`src/rtl/core/jsfe_pkg.sv`:
```
// jsfe_pkg: phase codes, result kinds, character constants and the step
// result type for the json string field extractor
// no dependencies
package jsfe_pkg;

    // phase codes: key search with 0..4 characters matched, then the value states
    localparam logic [3:0] PH_KEY0      = 4'd0;
    localparam logic [3:0] PH_KEY4      = 4'd4;
    localparam logic [3:0] PH_WS_COLON  = 4'd5;
    localparam logic [3:0] PH_WS_QUOTE  = 4'd6;
    localparam logic [3:0] PH_VALUE     = 4'd7;
    localparam logic [3:0] PH_ESCAPE    = 4'd8;
    localparam logic [3:0] PH_DONE      = 4'd9;
    localparam logic [3:0] PH_KEY1      = 4'd1;

    // result kinds
    localparam logic [1:0] KIND_CHAR = 2'd0;
    localparam logic [1:0] KIND_OK   = 2'd1;
    localparam logic [1:0] KIND_FAIL = 2'd2;

    // characters
    localparam logic [7:0] CH_NUL   = 8'h00;
    localparam logic [7:0] CH_QUOTE = 8'h22;
    localparam logic [7:0] CH_BSL   = 8'h5C;
    localparam logic [7:0] CH_SLASH = 8'h2F;
    localparam logic [7:0] CH_COLON = 8'h3A;
    localparam logic [7:0] CH_SPACE = 8'h20;
    localparam logic [7:0] CH_TAB   = 8'h09;
    localparam logic [7:0] CH_LF    = 8'h0A;
    localparam logic [7:0] CH_VT    = 8'h0B;
    localparam logic [7:0] CH_FF    = 8'h0C;
    localparam logic [7:0] CH_CR    = 8'h0D;
    localparam logic [7:0] CH_S     = 8'h73;
    localparam logic [7:0] CH_Q     = 8'h71;
    localparam logic [7:0] CH_L     = 8'h6C;
    localparam logic [7:0] CH_N     = 8'h6E;
    localparam logic [7:0] CH_R     = 8'h72;
    localparam logic [7:0] CH_T     = 8'h74;

    // outcome of one byte
    typedef struct packed {
        logic       emit;
        logic [1:0] kind;
        logic [7:0] value_char;
    } t_step_res;

    // quoted key text, one character per matched count
    function automatic logic [7:0] key_char(input logic [2:0] idx);
        logic [7:0] c;
        c = CH_QUOTE;
        case (idx)
            3'd1:    c = CH_S;
            3'd2:    c = CH_Q;
            3'd3:    c = CH_L;
            default: c = CH_QUOTE;
        endcase
        return c;
    endfunction

    function automatic logic is_white(input logic [7:0] c);
        return (c == CH_SPACE) || (c == CH_TAB) || (c == CH_LF) ||
               (c == CH_VT) || (c == CH_FF) || (c == CH_CR);
    endfunction

endpackage

```
`src/rtl/core/jsfe_step.sv`:
```
// jsfe_step: next phase and result for one body byte
// depends on jsfe_pkg
module jsfe_step (
    input  logic [3:0]         i_phase,
    input  logic [7:0]         i_byte,
    input  logic               i_last,
    output logic [3:0]         o_phase,
    output jsfe_pkg::t_step_res o_res
);
    import jsfe_pkg::*;

    logic       active;
    logic       ev_emit;
    logic [1:0] ev_kind;
    logic [7:0] ev_char;
    logic [3:0] ph_next;

    assign active = (i_phase < PH_DONE);

    // per-phase decode of the byte
    always_comb begin
        ev_emit = 1'b0;
        ev_kind = KIND_CHAR;
        ev_char = CH_NUL;
        ph_next = i_phase;
        if (active && (i_byte == CH_NUL)) begin
            ev_emit = 1'b1;
            ev_kind = KIND_FAIL;
            ph_next = PH_DONE;
        end else begin
            unique case (i_phase) inside
                [PH_KEY0:PH_KEY4]: begin
                    if (i_byte == key_char(i_phase[2:0])) begin
                        ph_next = i_phase + 4'd1;
                    end else if (i_byte == CH_QUOTE) begin
                        ph_next = PH_KEY1;
                    end else begin
                        ph_next = PH_KEY0;
                    end
                end
                PH_WS_COLON: begin
                    if (is_white(i_byte)) begin
                        ph_next = PH_WS_COLON;
                    end else if (i_byte == CH_COLON) begin
                        ph_next = PH_WS_QUOTE;
                    end else begin
                        ev_emit = 1'b1;
                        ev_kind = KIND_FAIL;
                        ph_next = PH_DONE;
                    end
                end
                PH_WS_QUOTE: begin
                    if (is_white(i_byte)) begin
                        ph_next = PH_WS_QUOTE;
                    end else if (i_byte == CH_QUOTE) begin
                        ph_next = PH_VALUE;
                    end else begin
                        ev_emit = 1'b1;
                        ev_kind = KIND_FAIL;
                        ph_next = PH_DONE;
                    end
                end
                PH_VALUE: begin
                    if (i_byte == CH_QUOTE) begin
                        ev_emit = 1'b1;
                        ev_kind = KIND_OK;
                        ph_next = PH_DONE;
                    end else if (i_byte == CH_BSL) begin
                        ph_next = PH_ESCAPE;
                    end else begin
                        ev_emit = 1'b1;
                        ev_char = i_byte;
                    end
                end
                PH_ESCAPE: begin
                    ev_emit = 1'b1;
                    ph_next = PH_VALUE;
                    case (i_byte)
                        CH_QUOTE, CH_BSL, CH_SLASH: ev_char = i_byte;
                        CH_N:    ev_char = CH_LF;
                        CH_R:    ev_char = CH_CR;
                        CH_T:    ev_char = CH_TAB;
                        default: begin
                            ev_kind = KIND_FAIL;
                            ph_next = PH_DONE;
                        end
                    endcase
                end
                default: ph_next = i_phase;
            endcase
        end
    end

    // last byte: an unfinished extraction fails, and the search rearms
    always_comb begin
        o_res.emit       = ev_emit;
        o_res.kind       = ev_kind;
        o_res.value_char = ev_char;
        o_phase          = ph_next;
        if (i_last) begin
            o_phase = PH_KEY0;
            if (active && (!ev_emit || (ev_kind == KIND_CHAR))) begin
                o_res.emit = 1'b1;
                o_res.kind = KIND_FAIL;
            end
        end
        if (o_res.kind != KIND_CHAR) begin
            o_res.value_char = CH_NUL;
        end
    end

endmodule

```
`src/rtl/core/json_string_field_extractor.sv`:
```
// json_string_field_extractor: top level, input register, phase register and
// result register around the per-byte step logic
// depends on jsfe_pkg and jsfe_step
//
//  channel | signals                                        | direction
//  --------+------------------------------------------------+----------
//  body in | i_in_valid, o_in_ready, i_body_byte,           | in
//          | i_end_of_message                               |
//  result  | o_out_valid, i_out_ready, o_kind, o_value_char | out
//
// one byte per cycle while results are taken; each result passes from the
// input register through the step logic into the result register
// the phase register moves as a byte leaves the input register; the single
// step stage lies between the input and result registers
// synchronous active-low reset clears valids and returns to key search
// a stalled result holds the input register; a byte with no result drains
// only when the result register can take a new request
module json_string_field_extractor (
    input  logic       i_clk,
    input  logic       i_rst_n,
    input  logic       i_in_valid,
    output logic       o_in_ready,
    input  logic [7:0] i_body_byte,
    input  logic       i_end_of_message,
    output logic       o_out_valid,
    input  logic       i_out_ready,
    output logic [1:0] o_kind,
    output logic [7:0] o_value_char
);
    import jsfe_pkg::*;

    logic       r_in_valid;
    logic [7:0] r_byte;
    logic       r_last;
    logic [3:0] r_phase;
    logic [3:0] n_phase;
    logic       r_out_valid;
    logic [1:0] r_kind;
    logic [7:0] r_char;
    logic       step_fire;
    t_step_res  step_res;

    // byte moves on when the result slot is free or being emptied
    assign step_fire  = r_in_valid && (!r_out_valid || i_out_ready);
    assign o_in_ready = !r_in_valid || step_fire;

    jsfe_step u_step (
        .i_phase (r_phase),
        .i_byte  (r_byte),
        .i_last  (r_last),
        .o_phase (n_phase),
        .o_res   (step_res)
    );

    // input register
    always_ff @(posedge i_clk) begin
        if (!i_rst_n) begin
            r_in_valid <= 1'b0;
        end else if (o_in_ready) begin
            r_in_valid <= i_in_valid;
        end
        if (o_in_ready && i_in_valid) begin
            r_byte <= i_body_byte;
            r_last <= i_end_of_message;
        end
    end

    // phase register
    always_ff @(posedge i_clk) begin
        if (!i_rst_n) begin
            r_phase <= PH_KEY0;
        end else if (step_fire) begin
            r_phase <= n_phase;
        end
    end

    // result register
    always_ff @(posedge i_clk) begin
        if (!i_rst_n) begin
            r_out_valid <= 1'b0;
        end else if (step_fire) begin
            r_out_valid <= step_res.emit;
        end else if (i_out_ready) begin
            r_out_valid <= 1'b0;
        end
        if (step_fire && step_res.emit) begin
            r_kind <= step_res.kind;
            r_char <= step_res.value_char;
        end
    end

    assign o_out_valid  = r_out_valid;
    assign o_kind       = r_kind;
    assign o_value_char = r_char;

endmodule
```
`config.mk`:
```
export PLATFORM = sky130hd
export DESIGN_NAME = json_string_field_extractor
export DESIGN_NICKNAME = d
export VERILOG_FILES = /design/src/rtl/core/jsfe_pkg.sv /design/src/rtl/core/jsfe_step.sv /design/src/rtl/core/json_string_field_extractor.sv
export SDC_FILE = /design/constraint.sdc
export NUM_CORES = 1
export LEC_CHECK = 0
export BUFFER_PORTS_ARGS = -buffer_cell sky130_fd_sc_hd__buf_2
export CELL_PAD_IN_SITES_DETAIL_PLACEMENT = 2
export CELL_PAD_IN_SITES_GLOBAL_PLACEMENT = 2
export CORE_UTILIZATION = 35
export DETAILED_ROUTE_END_ITERATION = 8
export PLACE_DENSITY = 0.88
export SLEW_MARGIN = 0
export SYNTH_ARGS = -nofsm -noshare
export SYNTH_HDL_FRONTEND = slang
export SYNTH_SLANG_ARGS = --single-unit
```
`constraint.sdc`:
```
create_clock -name i_clk -period 2.8 [get_ports i_clk]
set_clock_uncertainty 0.2 [all_clocks]
set_input_delay 0.14 -clock i_clk [delete_from_list [all_inputs] [get_ports i_clk]]
set_output_delay 0.14 -clock i_clk [all_outputs]
set_load 0.05 [all_outputs]
```
==> results of run 1 <==
cells in the mapped netlist (3+ instances only):
library cell and instances:
clkbuf_1 4, nor2_1 14, nand2b_1 4, buf_2 5, o21ai_0 9, edfxtp_1 19, inv_1 9, nor2b_1 4
o211ai_1 5, nand4_1 3, a21oi_1 11, nand3_1 9, ha_1 5, a32o_1 3, nand3b_1 7, dfxtp_1 6
nor3_1 5, nand2_1 14
worst max-delay path by stage:
stage | slack, ps | endpoint | depth (start not counted) | startpoint
detailed placement | 290 | r_phase[2] | 6 | r_phase[0]
global route | 20 | r_phase[1] | 8 | r_phase[0]
floorplan | 380 | o_kind[0] | 5 | r_byte[5]
finish | 180 | r_phase[1] | 8 | r_phase[0]
global placement | 340 | r_phase[3] | 6 | r_byte[3]
CTS | 200 | r_phase[1] | 8 | r_phase[0]
layer usage:
metal  routed length [microns]  GRT usage  vias up
met1                      2220      0.269      791
met5                         0          0        -
li1                          -          -      745
met4                       110     0.0741        0
met3                       211     0.0239       11
met2                      2810      0.425       50
worst max-delay path, cell delays in order (launching register included):
cell     delay (ps)
dfxtp_1         470
inv_1           130
ha_1            300
or3_1           430
nor3_1          200
a221o_1         230
a31oi_1         130
nor2b_1         260
a32o_1          210
layout make-up:
type | instances | area, sq um | share of cell area
inverters | 9 | 33.8 | 0.0166
flip-flops and latches | 25 | 691 | 0.340
clock buffers | 4 | 45.0 | 0.0222
repair buffers | 40 | 270 | 0.133
well taps | 52 | 65.1 | 0.0321
multi-input cells | 135 | 925 | 0.456
kinds of logic (layout without fill, tap and decap cells):
logic type	Yosys count	after routing
buffers and inverters	19	53
AO/OA/AOI/OAI	45	45
AND/OR/NAND/NOR	83	83
XOR/XNOR	2	2
adder cells (fa/ha/maj)	5	5
flip-flops	25	25
sequential cells by signal, indices dropped and copies added (netlist names):
signal / flops
o_value_char: 8
r_byte: 8
r_phase: 4
o_kind: 2
o_out_valid: 1
r_in_valid: 1
r_last: 1
power by group through the flow:
stage          Sequential [uW]  Clock, uW  Combinational [uW]
6_report                   438        221                98.6
5_1_grt                    441        237                 105
4_1_cts                    438        226                98.2
3_5_place_dp               446          0                85.1
3_3_place_gp               443          0                82.0
2_1_floorplan              450          0                50.6
repair_timing:
action                    4_1_cts  5_1_grt
hold buffers                   12        0
resized for setup               0        0
hold endpoints to repair       11        0
placed cells by master (no fill, tap or decap), types with 2 or more instances in the layout:
| master | n |
|---|---|
| a21oi_1 | 11 |
| a31oi_1 | 2 |
| a32o_1 | 3 |
| and3_1 | 2 |
| and3b_1 | 2 |
| buf_2 | 24 |
| buf_4 | 4 |
| clkbuf_8 | 3 |
| dfxtp_1 | 6 |
| dlygate4sd3_1 | 12 |
| edfxtp_1 | 19 |
| ha_1 | 5 |
| inv_1 | 9 |
| nand2_1 | 14 |
| nand2b_1 | 4 |
| nand3_1 | 9 |
| nand3b_1 | 7 |
| nand4_1 | 3 |
| nand4bb_1 | 2 |
| nor2_1 | 14 |
| nor2b_1 | 4 |
| nor3_1 | 5 |
| nor3b_1 | 2 |
| nor3b_2 | 2 |
| nor4_1 | 2 |
| nor4b_1 | 2 |
| nor4b_4 | 2 |
| o211ai_1 | 5 |
| o21a_1 | 2 |
| o21ai_0 | 9 |
| or3_1 | 2 |
per-stage QoR:
step           power [uW]  cells
6_report              758    265
5_1_grt               783    265
4_1_cts               762    265
3_5_place_dp          531    249
3_3_place_gp          525    249
2_1_floorplan         500    179
==> summary.md, run 1 <==
| Metric | Value |
|---|---|
| Remaining antenna violation count | 0 |
| Final setup margin | 184 ps |
| Setup TNS | 0 ps |
| DRC violations left | 0 |
| P_int | 556 uW |
| Min Hold Slack | 50.5 ps |
| NetSw | approximately 200 uW |
| Layout cells sized above 1 | 0.188 |
| Simple-gate share of the synthesized area | 0.311 |
| # rows | 24 |
| Comb pwr share | 0.130 |
| Number of setup buffers added after CTS | 0 |
| First-pass GRT wire length | about 8800 microns |
| Crit path launch type | register |
| Synth Area in Adders | 0.0368 |
| Final Slew Violations | 0 |
| Post-route clock period utilization | 0.934 |
| Die width | 71.7 microns |
| Wirelength, routed | 5350 microns |
| Largest family of logic cells by synthesized area | simple AND/OR/NAND/NOR gates |
| RePlAce Congestion | 0.891 |
| R2r setup slk | 180 ps |
| Flop and latch count out of synthesis | 25 |
| FF-to-FF End | r_phase[1] |
| Post-Synthesis Cells | 179 |
| Buffers on Ports | 24 |
| Synth Area in XOR/XNOR | 0.0103 |
| Dpl cell area | 1860 sq um |
| Mux cell area share after synthesis | 0 |
| Worst Hold Endpoint | o_out_valid |
| Routed len/inst | 20.2 microns |
| Initial antenna violation count | 0 |
| Mapped Area | 1700 sq um |
| Final hold violations | 0 |
| Post-synthesis cell type count | 50 |
| Root Driver | clkbuf_8 |
| Register clock-pin slew on the reported worst setup and hold paths | roughly 90 ps |
| P per Cell Area | approximately 370 nW/um^2 |
| Min cycle time layout | 2620 ps |
| TritonCTS clock tree | yes |
| Sw Ratio | 0.267 |
| Largest net degree at the start of global routing | 15 |
| Final Util | 0.451 |
| Core area | 4500 sq um |
| Sequential Power Share | 0.578 |
| Final setup violation count | 0 |
| Clock share of power | 0.292 |
| Starting Density | 0.378 |
| Final nets | between 200 and 250 |
| Die area | approximately 5000 sq um |
| Worst hold path type | in2reg |
| YS warnings | 0 |
| FF-to-FF path depth | 8 |
| Hold depth | 3 |
| Critical path peak fanout | 5 |
| Least-Margin Pin Slew | 552 ps |
| GRT Total Usage | 0.227 |
| Worst IR drop on VDD | 0.170 mV |
| RSZ-0062 raised after global routing | false |
| FF-to-FF Start | r_phase[0] |
| Compound-Gate Fraction of Synth Area | 0.186 |
| HPWL Detailed | ~4000 microns |
| Die H | slightly above 70 microns |
| Filler cells | 502 |
| Antenna cells | 0 |
| Max-Cap Viols | 0 |
| Top post-synthesis cells by area | edfxtp_1, dfxtp_1, ha_1, a21oi_1, nand2_1 |
| TritonRoute pass-1 iters | 4 |
| Yosys top cell by area | edfxtp_1 |
| GR Overflow Total | 0 |
| Syn_nets | 197 |
| FFs w/ async S/R, synth | 0 |
| Crit path kind | reg2reg |
| Clock Sinks | 25 |
| Hold path start | i_out_ready |
| Post-route cell area | about 2000 sq um |
| Status | finished clean |
| Critical Path AT | 2620 ps |
| Max clock buf depth | 2 |
| DP Worst Slack | about 290 ps |
| Sequential share of the synthesized area | 0.406 |
| Post-synth EDFFs | 19 |
| Vias per std cell | 6.03 |
| CP endpoint kind | register |
| TritonCTS buffer count | 3 |
| Leak Pwr | 0.000719 uW |
| Num ports | 25 |
| Yosys top cell area share | 0.336 |
| Clock Latency Late Sink | between 200 and 300 ps |
| DRT iter0 DRCs | 94 |
| Number of global-route vias before repair | about 1700 |
| Area grow syn2layout | 19.4% |
| Slew margin rel. | 0.632 |
| Fmax achieved | 0.382 GHz |
| H-tree depth | 1 |
| Mean post-synth cell area | 9.50 sq um |
| Vias post-DR | 1597 |
| Data required, critical path | between 2000 and 3000 ps |
| Dominant synthesized flop cell | edfxtp_1 |
(Power assumes the default switching activity.)
==> run 2, diff against run 1 <==
--- a/config.mk
+++ b/config.mk
@@ -5,10 +5,11 @@
 export SDC_FILE = /design/constraint.sdc
 export NUM_CORES = 1
 export LEC_CHECK = 0
+export ABC_AREA = 1
 export BUFFER_PORTS_ARGS = -buffer_cell sky130_fd_sc_hd__buf_2
 export CELL_PAD_IN_SITES_DETAIL_PLACEMENT = 2
 export CELL_PAD_IN_SITES_GLOBAL_PLACEMENT = 2
-export CORE_UTILIZATION = 35
+export CORE_UTILIZATION = 32
 export DETAILED_ROUTE_END_ITERATION = 8
 export PLACE_DENSITY = 0.88
 export SLEW_MARGIN = 0
==> summary.md, run 2 <==
| Metric | Value |
|---|---|
| Status | finished clean |
| First-pass GRT wire length | 8910 microns (+1.1%) |
| H-tree depth | 1 (unchanged) |
| CP max stage delay | 440 ps (-30 ps) |
| DRC violations left | 0 (unchanged) |
| Layout cells sized above 1 | 0.202 (+0.0145) |
| Critical path peak fanout | 10 (+5) |
| Largest family of logic cells by synthesized area | simple AND/OR/NAND/NOR gates |
| Initial antenna violation count | 0 (unchanged) |
| Vias per std cell | 5.01 (-17%) |
| Vias post-DR | 1690 (+5.8%) |
| Met2 WL | 2830 microns (+0.71%) |
| Worst IR drop on VDD | 0.175 mV (+2.6%) |
| Critical path buffers and inverters | 3 (+2) |
| Data required, critical path | 2550 ps (-260 ps) |
| Filler cells | 620 (+24%) |
| Top layer in use | met4 |
| Final setup violation count | 0 (unchanged) |
| Die H | 74.7 microns (+4.1%) |
| Metal-1 WL | 2250 microns (+1.3%) |
| # rows | 26 (+8.3%) |
| Yosys top cell by area | edfxtp_1 |
| Most frequent cells after synthesis | nand2_1, inv_1, nand3_1, nor2_1, edfxtp_1 |
| Cell repeated most along the worst path | inv_1 |
| Leak Pwr | 0.000930 uW (+29%) |
| Synth Area in Adders | 0.0370 (+0.000245) |
| Max-Cap Viols | 0 (unchanged) |
| Register clock-pin slew on the reported worst setup and hold paths | 90 ps (about the same) |
| TritonCTS clock tree | yes |
| Most frequent cell after synthesis | nand2_1 |
| Storage element area | 691 sq um (unchanged) |
| Buffers on Ports | 24 (unchanged) |
| Dominant synthesized flop cell | edfxtp_1 |
| Post-route cell area | 2060 sq um (+1.7%) |
| Min cycle time layout | 2390 ps (-230 ps) |
| Compound-Gate Fraction of Synth Area | 0.0807 (-0.105) |
| TritonRoute pass-1 iters | 4 (unchanged) |
| Largest net degree at the start of global routing | 15 (unchanged) |
| Most common cell after layout, fill and taps aside | nand2_1 |
| CP cell instances | ha_1, inv_1, nor2_1, nand4_1, nand2_2, inv_1, nand4_1, nand2_1, inv_1 |
| Mux cell area share after synthesis | 0 (unchanged) |
| GR Overflow Total | 0 (unchanged) |
| YS warnings | 0 (unchanged) |
| Critical Path AT | 2140 ps (-480 ps) |
| Synth Area in XOR/XNOR | 0.00519 (-0.00512) |
| RePlAce Congestion | 0.868 (-2.6%) |
| Slew margin rel. | 0.699 (+0.0670) |
| Final hold violations | 0 (unchanged) |
| Post-synth EDFFs | 19 (unchanged) |
| Most frequent cells in the layout | nand2_1, inv_1, buf_2 |
| Mapped Area | 1690 sq um (-0.66%) |
| Sequential share of the synthesized area | 0.409 (+0.00271) |
| Post-cts repair resize count | 0 (unchanged) |
| Routed len/inst | 16.1 microns (-20%) |
| Clock Sinks | 25 (unchanged) |
| Multi-input logic area | 841 sq um (-9.1%) |
| Fmax achieved | 0.419 GHz (+9.6%) |
| Num ports | 25 (unchanged) |
| Flop and latch count out of synthesis | 25 (unchanged) |
| TritonCTS buffer count | 3 (unchanged) |
| Number of global-route vias before repair | 1843 (+7.6%) |
| GRT Total Usage | 0.215 (-0.0117) |
| P per Cell Area | 370 nW/um^2 (-1.0%) |
| Wirelength, routed | 5420 microns (+1.2%) |
| Post-Synthesis Cells | 227 (+27%) |
| Crit-path leading delay family | simple AND/OR/NAND/NOR gates |
| Dpl cell area | 1900 sq um (+1.7%) |
| Least-Margin Pin Slew | 451 ps (-101 ps) |
| Setup TNS | 0 ps (unchanged) |
| Area grow syn2layout | 22.1% |
| Simple-gate share of the synthesized area | 0.375 (+0.0643) |
| Starting Density | 0.331 (-0.0468) |
| Crit path kind | reg2reg |
| Die width | 74.7 microns (+4.1%) |
| Die area | 5570 sq um (+8.4%) |
| Remaining antenna violation count | 0 (unchanged) |
| Mean post-synth cell area | 7.44 sq um (-22%) |
| Core area | 5110 sq um (+13%) |
| Post-synthesis cell type count | 24 (-52%) |
| Post-route clock period utilization | 0.852 (-0.0821) |
| Number of setup buffers added after CTS | 0 (unchanged) |
| Metal3 WL | 155 microns (-27%) |
| Final nets | 286 (+23%) |
| RSZ-0062 raised after global routing | false |
| Final Slew Violations | 0 (unchanged) |
| Clock Latency Late Sink | 280 ps (about the same) |
| Antenna cells | 0 (unchanged) |
| Root Driver | clkbuf_8 |
| Worst hold path type | in2reg |
| Syn_nets | 245 (+24%) |
| CP endpoint kind | register |
| HPWL Detailed | 4170 microns (+4.5%) |
| Hold Buf Count CTS | 12 (unchanged) |
| CP max-delay cell | dfxtp_1 |
| FFs w/ async S/R, synth | 0 (unchanged) |
| Yosys top cell area share | 0.338 (+0.00224) |
| Crit path launch type | register |
| DRT iter0 DRCs | 75 (-20%) |
| Max clock buf depth | 2 (unchanged) |
| Top post-synthesis cells by area | edfxtp_1, nand2_1, inv_1, dfxtp_1, nand3_1 |
[run 2: cell count changes after synthesis, sizes merged, moves of 4 or more]
cell | before | now
nand2 | 14 | 57
inv | 9 | 42
nor2 | 14 | 34
nand3 | 10 | 24
buf | 6 | 0
nand3b | 7 | 1
a21oi | 12 | 17
o211ai | 6 | 1
clkbuf | 4 | 0
nand2b | 4 | 0
nand4 | 3 | 7
nor2b | 4 | 0
nor3b | 4 | 0
nor4b | 4 | 0
[run 2: cell families after synthesis]
| kind of cell | after synthesis |
|---|---|
| flip-flops | 25 |
| XOR/XNOR | 1 |
| adder cells (fa/ha/maj) | 5 |
| AND/OR/NAND/NOR | 128 |
| AO/OA/AOI/OAI | 26 |
| buffers and inverters | 42 |
[run 2: worst paths after layout]
path,start,end,slack [ps],cells past startpoint
setup / recovery,r_phase[0],o_value_char[5],410,9
hold / removal,i_rst_n,r_phase[0],20,3
setup reg to reg,r_phase[0],o_value_char[5],410,9
hold reg to reg,r_phase[2],r_phase[2],310,2
[run 2: cell type report]
class                           count  area share
Clock inverter                      1     0.00243
Sequential cell                    25       0.335
Clock buffer                        3      0.0200
Tap cell                           70      0.0424
Timing Repair Buffer               36       0.116
Multi-Input combinational cell    160       0.408
Inverter                           42      0.0764
[run 2: worst min-delay path, cell delays in order]
cell	delay, ps
buf_2	80
inv_1	110
a21oi_1	130
[run 2: through the flow]
step | util | worst slack, ps | cells | total power [uW] | hold WS, ps
2_1_floorplan | - | 759 | 227 | 497 | 38.9
3_3_place_gp | 0.371 | 585 | 321 | 526 | 116
3_5_place_dp | 0.371 | 447 | 321 | 530 | 118
4_1_cts | 0.404 | 405 | 337 | 767 | 10.7
5_1_grt | 0.404 | 253 | 337 | 796 | 34.8
6_report | 0.404 | 414 | 337 | 762 | 16.9
[run 2: report_power, final]
part / switching [uW] / internal (uW) / leakage, uW
Clock: 127 / 100 / 0.0000255
Sequential: 15.3 / 413 / 0.000219
Combinational: 72.2 / 35.2 / 0.000686
Total: 214 / 548 / 0.000930
[run 2: metal layers]
layer	global-route usage	vias to the layer above
met5	0	-
met4	0.0943	0
met3	0.0281	15
met2	0.399	40
met1	0.245	820
li1	-	815
